## src/design/i2c_master_byte_engine_core_defines.svh

```systemverilog
// Assertion macros shared by the I2C master byte engine RTL.
// Needs a clk_i and an active-low rst_ni in the scope where a macro is used.
`ifndef I2C_MASTER_BYTE_ENGINE_CORE_DEFINES_SVH
`define I2C_MASTER_BYTE_ENGINE_CORE_DEFINES_SVH

// Same-cycle implication, disabled while in reset.
`define I2CBE_ASSERT_IMPL(label, ante, cons, msg) \
  label: assert property (@(posedge clk_i) disable iff (!rst_ni) (ante) |-> (cons)) \
    else $error(msg);

// Next-cycle implication, disabled while in reset.
`define I2CBE_ASSERT_NEXT(label, ante, cons, msg) \
  label: assert property (@(posedge clk_i) disable iff (!rst_ni) (ante) |=> (cons)) \
    else $error(msg);

`endif

```

## src/design/i2cbe_pkg.sv

```systemverilog
// Types and constants for the I2C master byte engine.
// Used by the front decoder, the queue, the sequencer and the top level.
package i2cbe_pkg;

  localparam int unsigned CfgWidth  = 16;
  localparam int unsigned HalfWidth = 16;
  localparam int unsigned AddrWidth = 7;

  typedef enum logic [0:0] {
    REG_HALF_PERIOD = 1'd0,
    REG_DEV_ADDR    = 1'd1
  } reg_idx_e;

  typedef enum logic [2:0] {
    MODE_NONE  = 3'd0,
    MODE_START = 3'd1,
    MODE_STOP  = 3'd2,
    MODE_WRITE = 3'd3,
    MODE_READ  = 3'd4,
    MODE_ADDR  = 3'd5
  } mode_e;

  typedef enum logic [2:0] {
    CMD_NONE  = 3'b000,
    CMD_START = 3'b001,
    CMD_STOP  = 3'b010,
    CMD_WRITE = 3'b011,
    CMD_READ  = 3'b100
  } cmd_e;

  typedef enum logic [13:0] {
    PH_IDLE      = 14'b00000000000001,
    PH_STA_REL   = 14'b00000000000010,
    PH_STA_HIGH  = 14'b00000000000100,
    PH_STA_HOLD  = 14'b00000000001000,
    PH_STO_LOW   = 14'b00000000010000,
    PH_STO_HIGH  = 14'b00000000100000,
    PH_WR_LOW    = 14'b00000001000000,
    PH_WR_HIGH   = 14'b00000010000000,
    PH_WACK_LOW  = 14'b00000100000000,
    PH_WACK_HIGH = 14'b00001000000000,
    PH_RD_LOW    = 14'b00010000000000,
    PH_RD_HIGH   = 14'b00100000000000,
    PH_RACK_LOW  = 14'b01000000000000,
    PH_RACK_HIGH = 14'b10000000000000
  } phase_e;

  localparam logic [3:0] BitsPerByte = 4'd8;

  typedef struct packed {
    cmd_e       cmd;
    logic [7:0] data;
    logic       ack_out;
    logic       sda;
  } item_t;

  typedef struct packed {
    logic scl;
    logic en;
    logic lvl;
  } pins_t;

  typedef struct packed {
    pins_t      pins;
    logic       busy;
    logic       done;
    logic [7:0] rx_byte;
    logic       ack_in;
  } result_t;

endpackage

```

## src/design/i2cbe_front.sv

```systemverilog
// Front decoder: turns one input transfer into a queue item.
// Depends on i2cbe_pkg; folds send address into a byte write.
module i2cbe_front (
  input  logic [2:0]                       mode_i,
  input  logic [7:0]                       tx_byte_i,
  input  logic                             ack_out_i,
  input  logic                             read_not_write_i,
  input  logic                             sda_line_i,
  input  logic [i2cbe_pkg::AddrWidth-1:0]  dev_addr_i,
  output i2cbe_pkg::item_t                 item_o
);
  import i2cbe_pkg::*;

  always_comb begin
    item_o.cmd     = CMD_NONE;
    item_o.data    = tx_byte_i;
    item_o.ack_out = ack_out_i;
    item_o.sda     = sda_line_i;
    unique case (mode_i)
      MODE_START: item_o.cmd = CMD_START;
      MODE_STOP:  item_o.cmd = CMD_STOP;
      MODE_WRITE: item_o.cmd = CMD_WRITE;
      MODE_READ:  item_o.cmd = CMD_READ;
      MODE_ADDR: begin
        item_o.cmd  = CMD_WRITE;
        item_o.data = {dev_addr_i, read_not_write_i};
      end
      default:    item_o.cmd = CMD_NONE;
    endcase
  end

endmodule

```

## src/design/i2cbe_queue.sv

```systemverilog
// Two-entry queue between the front decoder and the sequencer.
// Depends on i2cbe_pkg for the item type.
module i2cbe_queue (
  input  logic              clk_i,
  input  logic              rst_ni,
  input  logic              push_i,
  input  i2cbe_pkg::item_t  push_item_i,
  output logic              full_o,
  input  logic              pop_i,
  output logic              valid_o,
  output i2cbe_pkg::item_t  pop_item_o
);
  import i2cbe_pkg::*;

  item_t      mem_q [2];
  logic       wr_ptr_q, wr_ptr_d;
  logic       rd_ptr_q, rd_ptr_d;
  logic [1:0] count_q, count_d;
  logic       do_push, do_pop;

  assign full_o     = (count_q == 2'd2);
  assign valid_o    = (count_q != 2'd0);
  assign pop_item_o = mem_q[rd_ptr_q];
  assign do_push    = push_i && !full_o;
  assign do_pop     = pop_i && valid_o;

  always_comb begin
    wr_ptr_d = do_push ? ~wr_ptr_q : wr_ptr_q;
    rd_ptr_d = do_pop ? ~rd_ptr_q : rd_ptr_q;
    count_d  = count_q + {1'b0, do_push} - {1'b0, do_pop};
  end

  always_ff @(posedge clk_i or negedge rst_ni) begin
    if (!rst_ni) begin
      wr_ptr_q <= 1'b0;
      rd_ptr_q <= 1'b0;
      count_q  <= 2'd0;
    end else begin
      wr_ptr_q <= wr_ptr_d;
      rd_ptr_q <= rd_ptr_d;
      count_q  <= count_d;
    end
  end

  always_ff @(posedge clk_i) begin
    if (do_push) begin
      mem_q[wr_ptr_q] <= push_item_i;
    end
  end

endmodule

```

## src/design/i2cbe_back.sv

```systemverilog
// Bus sequencer: advances the phase machine by one tick per queue item.
// Depends on i2cbe_pkg; holds the result in an output register.
module i2cbe_back #(
  parameter int unsigned TICK_WIDTH = 16
) (
  input  logic                    clk_i,
  input  logic                    rst_ni,
  input  logic [TICK_WIDTH-1:0]   half_ticks_i,
  input  logic                    item_valid_i,
  input  i2cbe_pkg::item_t        item_i,
  output logic                    pop_o,
  output logic                    out_valid_o,
  input  logic                    out_ready_i,
  output i2cbe_pkg::result_t      result_o
);
  import i2cbe_pkg::*;

  phase_e                ph_q, ph_d;
  logic [3:0]            bc_q, bc_d;
  logic [7:0]            sh_q, sh_d;
  logic [TICK_WIDTH-1:0] tk_q, tk_d, tk_n, h_eff;
  logic [7:0]            rx_q, rx_d;
  logic                  sack_q, sack_d;
  logic                  ackh_q, ackh_d;
  pins_t                 pins_q, pins_d;
  logic                  done, do_enter;
  logic                  out_valid_q;
  result_t               res_q;

  function automatic pins_t enter_pins(phase_e ph, logic scl, logic msb, logic ackh);
    pins_t p;
    p = '{scl: 1'b0, en: 1'b0, lvl: 1'b0};
    unique case (ph)
      PH_STA_REL:   p = '{scl: scl,  en: 1'b0, lvl: 1'b0};
      PH_STA_HIGH:  p = '{scl: 1'b1, en: 1'b0, lvl: 1'b0};
      PH_STA_HOLD:  p = '{scl: 1'b1, en: 1'b1, lvl: 1'b0};
      PH_STO_LOW:   p = '{scl: 1'b0, en: 1'b1, lvl: 1'b0};
      PH_STO_HIGH:  p = '{scl: 1'b1, en: 1'b1, lvl: 1'b0};
      PH_WR_LOW:    p = '{scl: 1'b0, en: 1'b1, lvl: msb};
      PH_WR_HIGH:   p = '{scl: 1'b1, en: 1'b1, lvl: msb};
      PH_WACK_HIGH: p = '{scl: 1'b1, en: 1'b0, lvl: 1'b0};
      PH_RD_HIGH:   p = '{scl: 1'b1, en: 1'b0, lvl: 1'b0};
      PH_RACK_LOW:  p = '{scl: 1'b0, en: 1'b1, lvl: ackh};
      PH_RACK_HIGH: p = '{scl: 1'b1, en: 1'b1, lvl: ackh};
      default:      p = '{scl: 1'b0, en: 1'b0, lvl: 1'b0};
    endcase
    return p;
  endfunction

  assign pop_o       = item_valid_i && (!out_valid_q || out_ready_i);
  assign h_eff       = (half_ticks_i == '0) ? {{(TICK_WIDTH-1){1'b0}}, 1'b1} : half_ticks_i;
  assign tk_n        = tk_q + {{(TICK_WIDTH-1){1'b0}}, 1'b1};
  assign out_valid_o = out_valid_q;
  assign result_o    = res_q;

  always_comb begin
    ph_d     = ph_q;
    bc_d     = bc_q;
    sh_d     = sh_q;
    tk_d     = tk_q;
    rx_d     = rx_q;
    sack_d   = sack_q;
    ackh_d   = ackh_q;
    pins_d   = pins_q;
    done     = 1'b0;
    do_enter = 1'b0;
    if (ph_q == PH_IDLE) begin
      unique case (item_i.cmd)
        CMD_START: begin
          ph_d     = PH_STA_REL;
          do_enter = 1'b1;
        end
        CMD_STOP: begin
          ph_d     = PH_STO_LOW;
          do_enter = 1'b1;
        end
        CMD_WRITE: begin
          sh_d     = item_i.data;
          bc_d     = 4'd0;
          ph_d     = PH_WR_LOW;
          do_enter = 1'b1;
        end
        CMD_READ: begin
          sh_d     = 8'd0;
          bc_d     = 4'd0;
          ackh_d   = item_i.ack_out;
          ph_d     = PH_RD_LOW;
          do_enter = 1'b1;
        end
        default: ph_d = PH_IDLE;
      endcase
    end else if (tk_n >= h_eff) begin
      unique case (ph_q)
        PH_STA_REL: begin
          ph_d     = PH_STA_HIGH;
          do_enter = 1'b1;
        end
        PH_STA_HIGH: begin
          ph_d     = PH_STA_HOLD;
          do_enter = 1'b1;
        end
        PH_STA_HOLD: begin
          ph_d   = PH_IDLE;
          pins_d = '{scl: 1'b0, en: 1'b1, lvl: 1'b0};
          done   = 1'b1;
        end
        PH_STO_LOW: begin
          ph_d     = PH_STO_HIGH;
          do_enter = 1'b1;
        end
        PH_STO_HIGH: begin
          ph_d   = PH_IDLE;
          pins_d = '{scl: 1'b1, en: 1'b0, lvl: 1'b0};
          done   = 1'b1;
        end
        PH_WR_LOW: begin
          ph_d     = PH_WR_HIGH;
          do_enter = 1'b1;
        end
        PH_WR_HIGH: begin
          sh_d     = {sh_q[6:0], 1'b0};
          bc_d     = bc_q + 4'd1;
          ph_d     = (bc_d >= BitsPerByte) ? PH_WACK_LOW : PH_WR_LOW;
          do_enter = 1'b1;
        end
        PH_WACK_LOW: begin
          ph_d     = PH_WACK_HIGH;
          do_enter = 1'b1;
        end
        PH_WACK_HIGH: begin
          sack_d = item_i.sda;
          ph_d   = PH_IDLE;
          pins_d = '{scl: 1'b0, en: 1'b0, lvl: 1'b0};
          done   = 1'b1;
        end
        PH_RD_LOW: begin
          ph_d     = PH_RD_HIGH;
          do_enter = 1'b1;
        end
        PH_RD_HIGH: begin
          sh_d = {sh_q[6:0], item_i.sda};
          bc_d = bc_q + 4'd1;
          if (bc_d >= BitsPerByte) begin
            rx_d = sh_d;
            ph_d = PH_RACK_LOW;
          end else begin
            ph_d = PH_RD_LOW;
          end
          do_enter = 1'b1;
        end
        PH_RACK_LOW: begin
          ph_d     = PH_RACK_HIGH;
          do_enter = 1'b1;
        end
        PH_RACK_HIGH: begin
          ph_d   = PH_IDLE;
          pins_d = '{scl: 1'b0, en: 1'b1, lvl: ackh_q};
          done   = 1'b1;
        end
        default: ph_d = PH_IDLE;
      endcase
    end else begin
      tk_d = tk_n;
    end
    if (do_enter) begin
      tk_d   = '0;
      pins_d = enter_pins(ph_d, pins_q.scl, sh_d[7], ackh_d);
    end
  end

  always_ff @(posedge clk_i or negedge rst_ni) begin
    if (!rst_ni) begin
      ph_q        <= PH_IDLE;
      bc_q        <= 4'd0;
      sh_q        <= 8'd0;
      tk_q        <= '0;
      rx_q        <= 8'd0;
      sack_q      <= 1'b0;
      ackh_q      <= 1'b0;
      pins_q      <= '{scl: 1'b1, en: 1'b0, lvl: 1'b0};
      out_valid_q <= 1'b0;
    end else if (pop_o) begin
      ph_q        <= ph_d;
      bc_q        <= bc_d;
      sh_q        <= sh_d;
      tk_q        <= tk_d;
      rx_q        <= rx_d;
      sack_q      <= sack_d;
      ackh_q      <= ackh_d;
      pins_q      <= pins_d;
      out_valid_q <= 1'b1;
    end else if (out_ready_i) begin
      out_valid_q <= 1'b0;
    end
  end

  always_ff @(posedge clk_i) begin
    if (pop_o) begin
      res_q.pins    <= pins_d;
      res_q.busy    <= (ph_d != PH_IDLE);
      res_q.done    <= done;
      res_q.rx_byte <= rx_d;
      res_q.ack_in  <= sack_d;
    end
  end

endmodule

```

## src/design/i2c_master_byte_engine_core.sv

```systemverilog
// I2C master byte engine, top level.
// Each input transfer is one tick of the bus timebase with an optional command
// (start, stop, write byte, read byte, send address) and the sampled SDA level.
// Each tick yields exactly one output transfer: the SCL and SDA pin drive, busy,
// a done pulse, the last received byte and the last slave ack.
// Configuration: cfg_we_i writes cfg_data_i into register cfg_idx_i
// (0 half period in ticks, 1 device address) on the same clock edge.
// A decoder classifies each tick and places it in a two-entry queue; the
// sequencer takes one tick per cycle from the queue while the output is not stalled, and registers its result.
// A tick passes through the queue and then the result register before it reaches the output.
// Throughput: one tick per cycle while the receiver does not stall.
// When the receiver stalls, the result register holds, the queue fills, and
// in_ready_o drops once the queue is full; no tick is lost or repeated.
// Reset leaves the sequencer idle with its SCL state high and SDA released, the half period
// at five ticks and the device address at zero; the result register itself is not reset.
module i2c_master_byte_engine_core #(
  parameter int unsigned TICK_WIDTH = 16
) (
  input  logic                            clk_i,
  input  logic                            rst_ni,
  input  logic                            cfg_we_i,
  input  logic [0:0]                      cfg_idx_i,
  input  logic [i2cbe_pkg::CfgWidth-1:0]  cfg_data_i,
  input  logic                            in_valid_i,
  output logic                            in_ready_o,
  input  logic [2:0]                      mode_i,
  input  logic [7:0]                      tx_byte_i,
  input  logic                            ack_out_i,
  input  logic                            read_not_write_i,
  input  logic                            sda_line_i,
  output logic                            out_valid_o,
  input  logic                            out_ready_i,
  output logic                            scl_level_o,
  output logic                            sda_enable_o,
  output logic                            sda_level_o,
  output logic                            busy_res_o,
  output logic                            done_res_o,
  output logic [7:0]                      rx_byte_o,
  output logic                            ack_in_o
);
  import i2cbe_pkg::*;

  `include "i2c_master_byte_engine_core_defines.svh"

  logic [HalfWidth-1:0]            half_q;
  logic [AddrWidth-1:0]            addr_q;
  logic [HalfWidth+TICK_WIDTH-1:0] half_ext;
  logic [TICK_WIDTH-1:0]           half_ticks;
  item_t                           front_item, queue_item;
  logic                            queue_full, queue_valid, queue_pop;
  result_t                         result;

  always_ff @(posedge clk_i or negedge rst_ni) begin
    if (!rst_ni) begin
      half_q <= HalfWidth'(5);
      addr_q <= '0;
    end else if (cfg_we_i) begin
      unique case (reg_idx_e'(cfg_idx_i))
        REG_HALF_PERIOD: half_q <= cfg_data_i[HalfWidth-1:0];
        REG_DEV_ADDR:    addr_q <= cfg_data_i[AddrWidth-1:0];
        default:         half_q <= half_q;
      endcase
    end
  end

  assign half_ext   = {{TICK_WIDTH{1'b0}}, half_q};
  assign half_ticks = half_ext[TICK_WIDTH-1:0];
  assign in_ready_o = !queue_full;

  i2cbe_front u_front (
    .mode_i           (mode_i),
    .tx_byte_i        (tx_byte_i),
    .ack_out_i        (ack_out_i),
    .read_not_write_i (read_not_write_i),
    .sda_line_i       (sda_line_i),
    .dev_addr_i       (addr_q),
    .item_o           (front_item)
  );

  i2cbe_queue u_queue (
    .clk_i       (clk_i),
    .rst_ni      (rst_ni),
    .push_i      (in_valid_i),
    .push_item_i (front_item),
    .full_o      (queue_full),
    .pop_i       (queue_pop),
    .valid_o     (queue_valid),
    .pop_item_o  (queue_item)
  );

  i2cbe_back #(
    .TICK_WIDTH (TICK_WIDTH)
  ) u_back (
    .clk_i        (clk_i),
    .rst_ni       (rst_ni),
    .half_ticks_i (half_ticks),
    .item_valid_i (queue_valid),
    .item_i       (queue_item),
    .pop_o        (queue_pop),
    .out_valid_o  (out_valid_o),
    .out_ready_i  (out_ready_i),
    .result_o     (result)
  );

  assign scl_level_o  = result.pins.scl;
  assign sda_enable_o = result.pins.en;
  assign sda_level_o  = result.pins.lvl;
  assign busy_res_o   = result.busy;
  assign done_res_o   = result.done;
  assign rx_byte_o    = result.rx_byte;
  assign ack_in_o     = result.ack_in;

  `I2CBE_ASSERT_IMPL(a_done_not_busy, out_valid_o && done_res_o, !busy_res_o, "done while busy")
  `I2CBE_ASSERT_IMPL(a_lvl_needs_en, out_valid_o && sda_level_o, sda_enable_o, "SDA level set while released")
  `I2CBE_ASSERT_NEXT(a_accept_tracked, in_valid_i && in_ready_o, queue_valid || out_valid_o, "accepted tick vanished")

endmodule
```

## config.mk

```make
export PLATFORM = sky130hd
export DESIGN_NAME = i2c_master_byte_engine_core
export DESIGN_NICKNAME = d
export VERILOG_FILES = /design/src/design/i2cbe_pkg.sv /design/src/design/i2cbe_front.sv /design/src/design/i2cbe_queue.sv /design/src/design/i2cbe_back.sv /design/src/design/i2c_master_byte_engine_core.sv
export VERILOG_INCLUDE_DIRS = /design/src /design/src/design
export SDC_FILE = /design/constraint.sdc
export NUM_CORES = 1
export LEC_CHECK = 0
export CAP_MARGIN = 20
export CORE_UTILIZATION = 50
export CTS_BUF_LIST = sky130_fd_sc_hd__clkbuf_8
export CTS_CLUSTER_SIZE = 24
export DETAILED_ROUTE_END_ITERATION = 16
export DONT_BUFFER_PORTS = 1
export PLACE_DENSITY_LB_ADDON = 0.05
export SLEW_MARGIN = 20
export SYNTH_ARGS = -nofsm -noshare
export SYNTH_HDL_FRONTEND = slang
export SYNTH_SLANG_ARGS = --single-unit
```

## constraint.sdc

```tcl
create_clock -name clk_i -period 4.05 [get_ports clk_i]
set_input_delay 0.2025 -clock clk_i [delete_from_list [all_inputs] [get_ports clk_i]]
set_output_delay 0.2025 -clock clk_i [all_outputs]
set_load 0.005 [all_outputs]
```

==> flow_summary.json <==
{
  "clk_pin_slew_ns": 0.07,
  "clk_latency_ns": 0.43,
  "die_w_um": 119,
  "fmax_mhz": 259,
  "pre_cts_ws_ns": -0.0688,
  "synth_area_mm2": 0.00689,
  "wl_mm": 17.2,
  "synth_top_area_share_pct": 28.7,
  "slowest_delay_ns": 0.51,
  "first_global_vias": 5236,
  "num_antenna_cells": 0,
  "final_common_cell": "dfrtp_1",
  "vias": 5299,
  "drive_above_1_share_pct": 20.4,
  "die_h_um": 119,
  "end_kind": "flop",
  "crit_family": "simple AND/OR/NAND/NOR gates",
  "crit_buf_inv": 1,
  "slew_violations": 0,
  "drtPass1Iterations": 5,
  "synth.net_count": 734,
  "floorplan.rows": 42,
  "cp_cell_sequence": "and3_1 > and3_4 > nand3_1 > nor3_2 > nand3_2 > xnor2_2 > ha_1 > nand4_2 > nor2_1 > a311oi_2 > buf_4 > nand3_4 > mux2_2 > or4_4 > o311ai_4 > a221oi_4 > o31ai_2",
  "syn_inst": 678,
  "tightest_slew_ns": 0.967,
  "drc": 0,
  "crit_path_top_delay_cell": "or4_4",
  "synth_edf_count": 40,
  "p_per_area_mw_per_mm2": 572,
  "hold_ws_ns": 0.0651,
  "critPathKind": "reg2reg",
  "period_share_pct": 95.4,
  "worstSetupStartpointType": "flop",
  "ctsHtreeMaxLevel": 4,
  "synth_area_per_cell_um2": 10.2,
  "fin_nets": 783,
  "grt.overflow.total": 0,
  "grt_pass1_wl_mm": 27.7,
  "maxCapViolCount": 0,
  "grt_setup_unrepaired": "true",
  "drt_iter0_drc": 314,
  "status": "finished clean",
  "hpwlAfterDp_mm": 12.1,
  "yosysUniqueCellTypes": 85,
  "synth_warnings": 0,
  "avgRoutedWirePerCell_um": 18.8,
  "design.die.area_mm2": 0.0142,
  "cts.sinks": 123,
  "synth_area_leaders": "dfrtp_1 (29%), edfxtp_1 (17%), mux2_2 (4.9%), nand2_1 (4.3%), o21ai_0 (4.1%)",
  "finalSetupViolations": 0,
  "place_area_mm2": 0.00714,
  "grt_max_degree": 84,
  "cts-buffers-inserted": 17,
  "track_usage_pct": 25.5,
  "finalNonFillerCells": 916,
  "cts_tree": "yes",
  "ant_nets": 0,
  "final_cell_mix": "dfrtp_1 (79), nand2_1 (78), nor2_1 (62)",
  "arrival_ns": 4.20,
  "area.growth.synth_to_final_pct": 16.6,
  "hold_path.class": "in2reg",
  "fill_cells": 1149,
  "initial_core_util_pct": 51.6,
  "netlist.top_cell.by_area": "dfrtp_1",
  "gp_congestion": 0.933,
  "p_leak_nw": 3.25,
  "dp.cells": 848,
  "max_slew_margin_pct": 35.2,
  "ir_drop_mv": 0.370,
  "fin_ws_ns": 0.188,
  "fin_util_pct": 60.2,
  "clockBufferDepth": 2,
  "avgViaCountPerCell": 5.78,
  "core-area_mm2": 0.0133,
  "port_buffers": 0,
  "design_area_mm2": 0.00803,
  "worst_clock_skew_ns": 0.0110,
  "async_flop_share_pct": 67.5,
  "critPathRequiredTime_ns": 4.39,
  "root_buffer": "clkbuf_8",
  "synth-seq-area-share_pct": 47.7,
  "antenna_found_initial": 0,
  "synth_ff_type": "dfrtp_1",
  "io_pins": 52,
  "final-hold-violation-count": 0,
  "min_period_ns": 3.86,
  "crit_fanout": 9,
  "synth-seq-cells": 123
}
[flip-flops by register name, summed over array words and instances, names as in the netlist]
signal,count
u_queue.count_q,2
u_queue.mem_q,26
u_back.ph_q,14
half_q,16
u_back.ackh_q,1
u_back.result_o,14
addr_q,7
u_queue.wr_ptr_q,1
u_back.tk_q,16
u_back.rx_q,8
u_back.sack_q,1
u_queue.rd_ptr_q,1
u_back.sh_q,8
u_back.bc_q,4
u_back.pins_q,3
u_back.out_valid_o,1
[power breakdown]
part / leakage [nW] / internal [W] / switching, W
logic: 1.64 / 0.000696 / 0.00102
registers: 1.41 / 0.00160 / 0.000202
clock network: 0.199 / 0.000565 / 0.000517
[path summary, 6_finish.rpt]
| kind | from | cells after the start | to | slack (ns) |
|---|---|---|---|---|
| setup / recovery | u_back.tk_q[4] | 17 | u_back.pins_q[2] | 0.19 |
| hold / removal | mode_i[0] | 1 | u_queue.mem_q[0][10] | 0.07 |
| setup reg to reg | u_back.tk_q[4] | 17 | u_back.pins_q[2] | 0.19 |
| hold reg to reg | u_back.sack_q | 2 | u_back.sack_q | 0.49 |
| max in group asynchronous | rst_ni | 2 | half_q[0] | 3.34 |
| min in group asynchronous | rst_ni | 2 | u_back.pins_q[1] | 0.36 |
[area by class of cell]
class | count | area (um2) | share of cell area, %
clock buffer | 18 | 248 | 3.08
clock inverter | 14 | 145 | 1.81
sequential | 123 | 3280 | 40.9
tap | 176 | 220 | 2.74
timing repair buffer | 65 | 606 | 7.54
inverter | 28 | 105 | 1.31
multi-input combinational | 492 | 3430 | 42.7
[kinds of logic (layout without fill, tap and decap cells)]
group           after synthesis  after routing  share of synthesized area (%)
flops                       123            123                           47.7
buf+inv                      63            125                           4.52
compound gates              135            135                           12.7
fa+ha+maj                    20             20                           3.63
simple gates                261            261                           20.4
xor+xnor                     30             30                           3.81
mux                          46             46                           7.30
[stage by stage]
stage	power (W)	TNS, ns
after CTS	0.00459	0
after floorplan	0.00299	0
after detailed placement	0.00345	-0.422
after global placement	0.00340	0
final	0.00460	0
after global routing	0.00489	-0.134
[layer usage]
metal,wire (um),part of all wire (%),GRT usage (%)
met4,378,2.2,8.98
met3,660,3.8,5.27
met2,8720,51,42.6
met1,7420,43,32.8
met5,0,0,0
[Yosys cell counts, drive strengths merged (20+ instances only)]
cell type,count
dfrtp,79
nand2,79
nor2,63
o21ai,63
edfxtp,40
mux2,31
inv,28
nand3,25
xnor2,24
a21oi,23
ha,20
[repair_timing]
action / 4_1_cts / 5_1_grt
hold buffers: 34 / 1
cloned: 0 / 0
pin swaps: 0 / 8
buffers inserted: 0 / 1
endpoints found under the hold margin: 134 / 2
setup endpoints to repair: 9 / 21
resized for setup: 2 / 18
(Power assumes the default switching activity.)
